===== src/sv/htld_pkg.sv =====
package htld_pkg;

   // fixed field widths
   localparam int SYM_BITS      = 8;
   localparam int CSR_DATA_BITS = 32;
   localparam int PADDR_BITS    = 3;
   localparam int REG_SEL_BITS  = PADDR_BITS - 2;

   // register map
   localparam logic [REG_SEL_BITS-1:0] REG_SYMBOL_COUNT = 1'b0;

   // default sizes
   localparam int DEF_NODE_DEPTH  = 512;
   localparam int DEF_STACK_DEPTH = 256;
   localparam int DEF_COUNT_BITS  = 32;

   // one result transaction
   typedef struct packed {
      logic [SYM_BITS-1:0] symbol;
      logic                last;
      logic                status;
   } htld_rsp_type;

   // result hand-off from the core to the output buffer
   typedef struct packed {
      logic         push;
      htld_rsp_type data;
   } htld_enq_type;

endpackage


===== src/sv/htld_rsp_buf.sv =====
module htld_rsp_buf (
   input  logic                  clock,
   input  logic                  reset,
   input  htld_pkg::htld_enq_type enq,
   input  logic                  rsp_ready,
   output logic                  rsp_valid,
   output htld_pkg::htld_rsp_type rsp_data,
   output logic                  space_ok
);
   import htld_pkg::*;

   localparam logic [1:0] BUF_EMPTY = 2'd0;
   localparam logic [1:0] BUF_ONE   = 2'd1;
   localparam logic [1:0] BUF_FULL  = 2'd2;

   logic [1:0]   count_ff, count_in;
   htld_rsp_type head_ff, head_in;
   htld_rsp_type skid_ff, skid_in;
   logic         deq;

   assign deq       = (count_ff != BUF_EMPTY) && rsp_ready;
   assign rsp_valid = (count_ff != BUF_EMPTY);
   assign rsp_data  = head_ff;
   // one more transaction may start if a slot is free once this edge passes
   assign space_ok  = (count_ff != BUF_FULL) || rsp_ready;

   // two-entry queue: head register plus skid register
   always_comb begin
      count_in = count_ff + {1'b0, enq.push} - {1'b0, deq};
      head_in  = head_ff;
      skid_in  = skid_ff;
      case (count_ff)
         BUF_EMPTY: begin
            if (enq.push) head_in = enq.data;
         end
         BUF_ONE: begin
            if (deq) begin
               if (enq.push) head_in = enq.data;
            end else if (enq.push) begin
               skid_in = enq.data;
            end
         end
         default: begin
            if (deq) begin
               head_in = skid_ff;
               if (enq.push) skid_in = enq.data;
            end
         end
      endcase
   end

   always_ff @(posedge clock) begin
      if (reset) begin
         count_ff <= BUF_EMPTY;
      end else begin
         count_ff <= count_in;
      end
      head_ff <= head_in;
      skid_ff <= skid_in;
   end

endmodule


===== config.mk =====
export PLATFORM = sky130hd
export DESIGN_NAME = htld_rsp_buf
export DESIGN_NICKNAME = d
export VERILOG_FILES = /design/src/sv/htld_pkg.sv /design/src/sv/htld_rsp_buf.sv
export SDC_FILE = /design/constraint.sdc
export NUM_CORES = 1
export LEC_CHECK = 0
export ABC_AREA = 1
export BUFFER_PORTS_ARGS = -buffer_cell sky130_fd_sc_hd__buf_4
export CORE_MARGIN = 3
export CORE_UTILIZATION = 52
export DETAILED_ROUTE_END_ITERATION = 8
export PLACE_DENSITY_LB_ADDON = 0.1
export SLEW_MARGIN = 20
export SYNTH_ARGS = -nofsm -noshare
export SYNTH_HDL_FRONTEND = slang
export SYNTH_SLANG_ARGS = --single-unit

===== constraint.sdc =====
create_clock -name clock -period 4.55 [get_ports clock]
set_input_delay 0.2275 -clock clock [delete_from_list [all_inputs] [get_ports clock]]
set_output_delay 0.2275 -clock clock [all_outputs]
set_load 0.005 [all_outputs]

==> reports/qor.yml <==
status:
  status: "finished, final reports clean"
sta:
  worst_pin_slew_ns: 0.982
  fin_skew_ns: 0.0107
  slew_viol_final: 0
  fin_tns_setup_ns: 0
  period_needed_ns: 2.12
  setup_viol: 0
  post-route-period-util_pct: 46.5
  report.final.hold_viol_count: 0
  rsz0062_at_grt: "false"
  holdWs_ns: 0.0758
  max_freq_mhz: 472
  fin_ws_ns: 2.43
  relSlewSlack_pct: 34.6
power_and_ir_drop:
  powerDensity_nw_per_um2: 349
  power.leakage_nw: 0.488
  total_power_mw: 0.380
  vdd_drop_max_mv: 0.297
cts:
  cts-resized-gates: 0
  worstSkewPairLatency_ns: 0.31
  clkTransAtPathRegs_ns: 0.11
  cts-root-buf: "clkbuf_4"
  cts.sinks: 22
  cts_hold_buf: 0
  cts_buffer_depth: 2
  cts_tree: "yes"
  cts_setup_buffers: 0
  htreeDepth: 1
  numCtsBuffers: 3
global_routing:
  grt_pass1_vias: 499
  grt_max_degree: 16
  grt_pass1_wl_um: 2190
  track_usage_pct: 15.9
  grt-ovfl-total: 0
  antenna_found_initial: 0
logic_synthesis:
  synth_area_um2: 858
  yosysTopAreaCell: "edfxtp_1"
  yosys_warnings: 0
  avgSynthCellArea_um2: 11.6
  syn_inst: 74
  synth_area_leaders: "edfxtp_1 70%, nand2_1 14%, dfxtp_1 4.7%"
  synth_seq_cells: 22
  ys_seq_area_share_pct: 74.6
  synth_nets: 89
  ys_types: 12
  synth_top_area_share_pct: 70.0
placement:
  port_buffers: 25
  hpwl_um: 1090
  pre_cts_ws_ns: 2.42
  gp_congestion: 0.811
worst_setup_path:
  crit_chain: "inv_1, a22oi_1"
  r2r_cells: 2
  cp_slowest_cell: "a22oi_1"
  crit_fanout: 15
  startpoint_type: "flip-flop"
  path_class: "reg -> reg"
  cp.required_ns: 4.48
  max_stage_delay_ns: 0.85
  endpoint_kind: "flip-flop"
  rr_startpoint: "count_ff[1]"
  crit_arrival_ns: 2.05
  worstSetupStartpoint: "count_ff[1]"
routing:
  drc_errors: 0
  routed_via_density: 4.93
  num_vias: 582
  drtAntennaViolNets: 0
  first_pass_iters: 4
  drtIter0Drc: 21
  wl_per_cell_um: 12.4
  wl_um: 1460
layout:
  diodes: 0
  drive_above_1_share_pct: 28.4
  syn2layout_area_growth_pct: 27.0
  fillers: 118
  nets: 118
die:
  row_count: 14
  dieHeight_um: 46.6
  dieArea_um2: 2170
  start_util_pct: 56.3
  pin_count: 26
  die_w_um: 46.6
  core_um2: 1520
hold_path:
  hold_path_class: "in -> reg"
  hp-start: "reset"
  min_path_cells: 2
run:
  max_cap_violations: 0
cells by family after synthesis:
kind of cell,Yosys count,synth area share (%)
and+or+nand+nor,39,17.5
AOI/OAI and AO/OA,4,2.62
DFF,22,74.6
adders and majority gates,1,1.46
buffers and inverters,8,3.79
final cells by class:
| class | instances | area (µm²) | share of cell area [%] |
|---|---|---|---|
| clock buffer | 3 | 22.5 | 2.07 |
| clock inverter | 1 | 3.75 | 0.344 |
| inverter | 6 | 22.5 | 2.07 |
| multi-input combinational | 44 | 185 | 17.0 |
| sequential | 22 | 641 | 58.8 |
| tap | 16 | 20.0 | 1.84 |
| timing repair buffer | 26 | 195 | 17.9 |
synth_stat cells (all sizes together):
library cell   n
inv            6
buf            2
nand2         33
a22oi          1
a21oi          2
nand3          2
dfxtp          2
edfxtp        20
nor3           1
ha             1
o21ai          1
nor2           3
where the power goes:
part	total [mW]	leakage, nW	switching, mW	internal [mW]
combinational	0.0487	0.268	0.0238	0.0249
clock	0.0879	0.0154	0.0559	0.0320
sequential	0.243	0.205	0.00545	0.238
metal layers:
layer / wire [µm] / GRT usage (%)
met1: 635 / 20.1
met2: 675 / 22.8
met3: 133 / 5.08
met4: 14 / 11.6
met5: 0 / 0
sequential cells by signal, indices dropped and copies added, names as in the netlist:
signal and flops:
count_ff 2, rsp_data 10, skid_ff 10
worst max-delay path: cells and delay by family (launching register included):
kind	cells	cell delay, ns
buf+inv	1	0.29
compound gates	1	0.85
flops	1	0.60
path summary, 6_finish.rpt:
kind,endpoint,slack (ns)
max reg2reg,rsp_data[4],2.43
min reg2reg,rsp_data[4],0.54
max,rsp_data[4],2.43
min,count_ff[0],0.08
through the flow:
step                instances  util [%]  area (µm²)
floorplan                  74         -         858
global placement          114      69.8        1060
detailed placement        114      69.8        1060
CTS                       118      71.5        1090
global route              118      71.5        1090
finish                    118      71.5        1090
layout by cell type (no fill, tap or decap):
| master | Yosys | layout |
|---|---|---|
| nor3_1 | 1 | 1 |
| clkbuf_4 | 0 | 3 |
| o21ai_0 | 1 | 1 |
| a22oi_1 | 1 | 1 |
| buf_4 | 0 | 26 |
| clkinv_1 | 0 | 1 |
| dfxtp_1 | 2 | 2 |
| a21oi_1 | 2 | 2 |
| ha_1 | 1 | 1 |
| inv_1 | 6 | 6 |
| nand3_1 | 2 | 2 |
| nand2_1 | 33 | 33 |
| edfxtp_1 | 20 | 20 |
| nor2_1 | 3 | 3 |
Power figures use the tool's default switching activity.
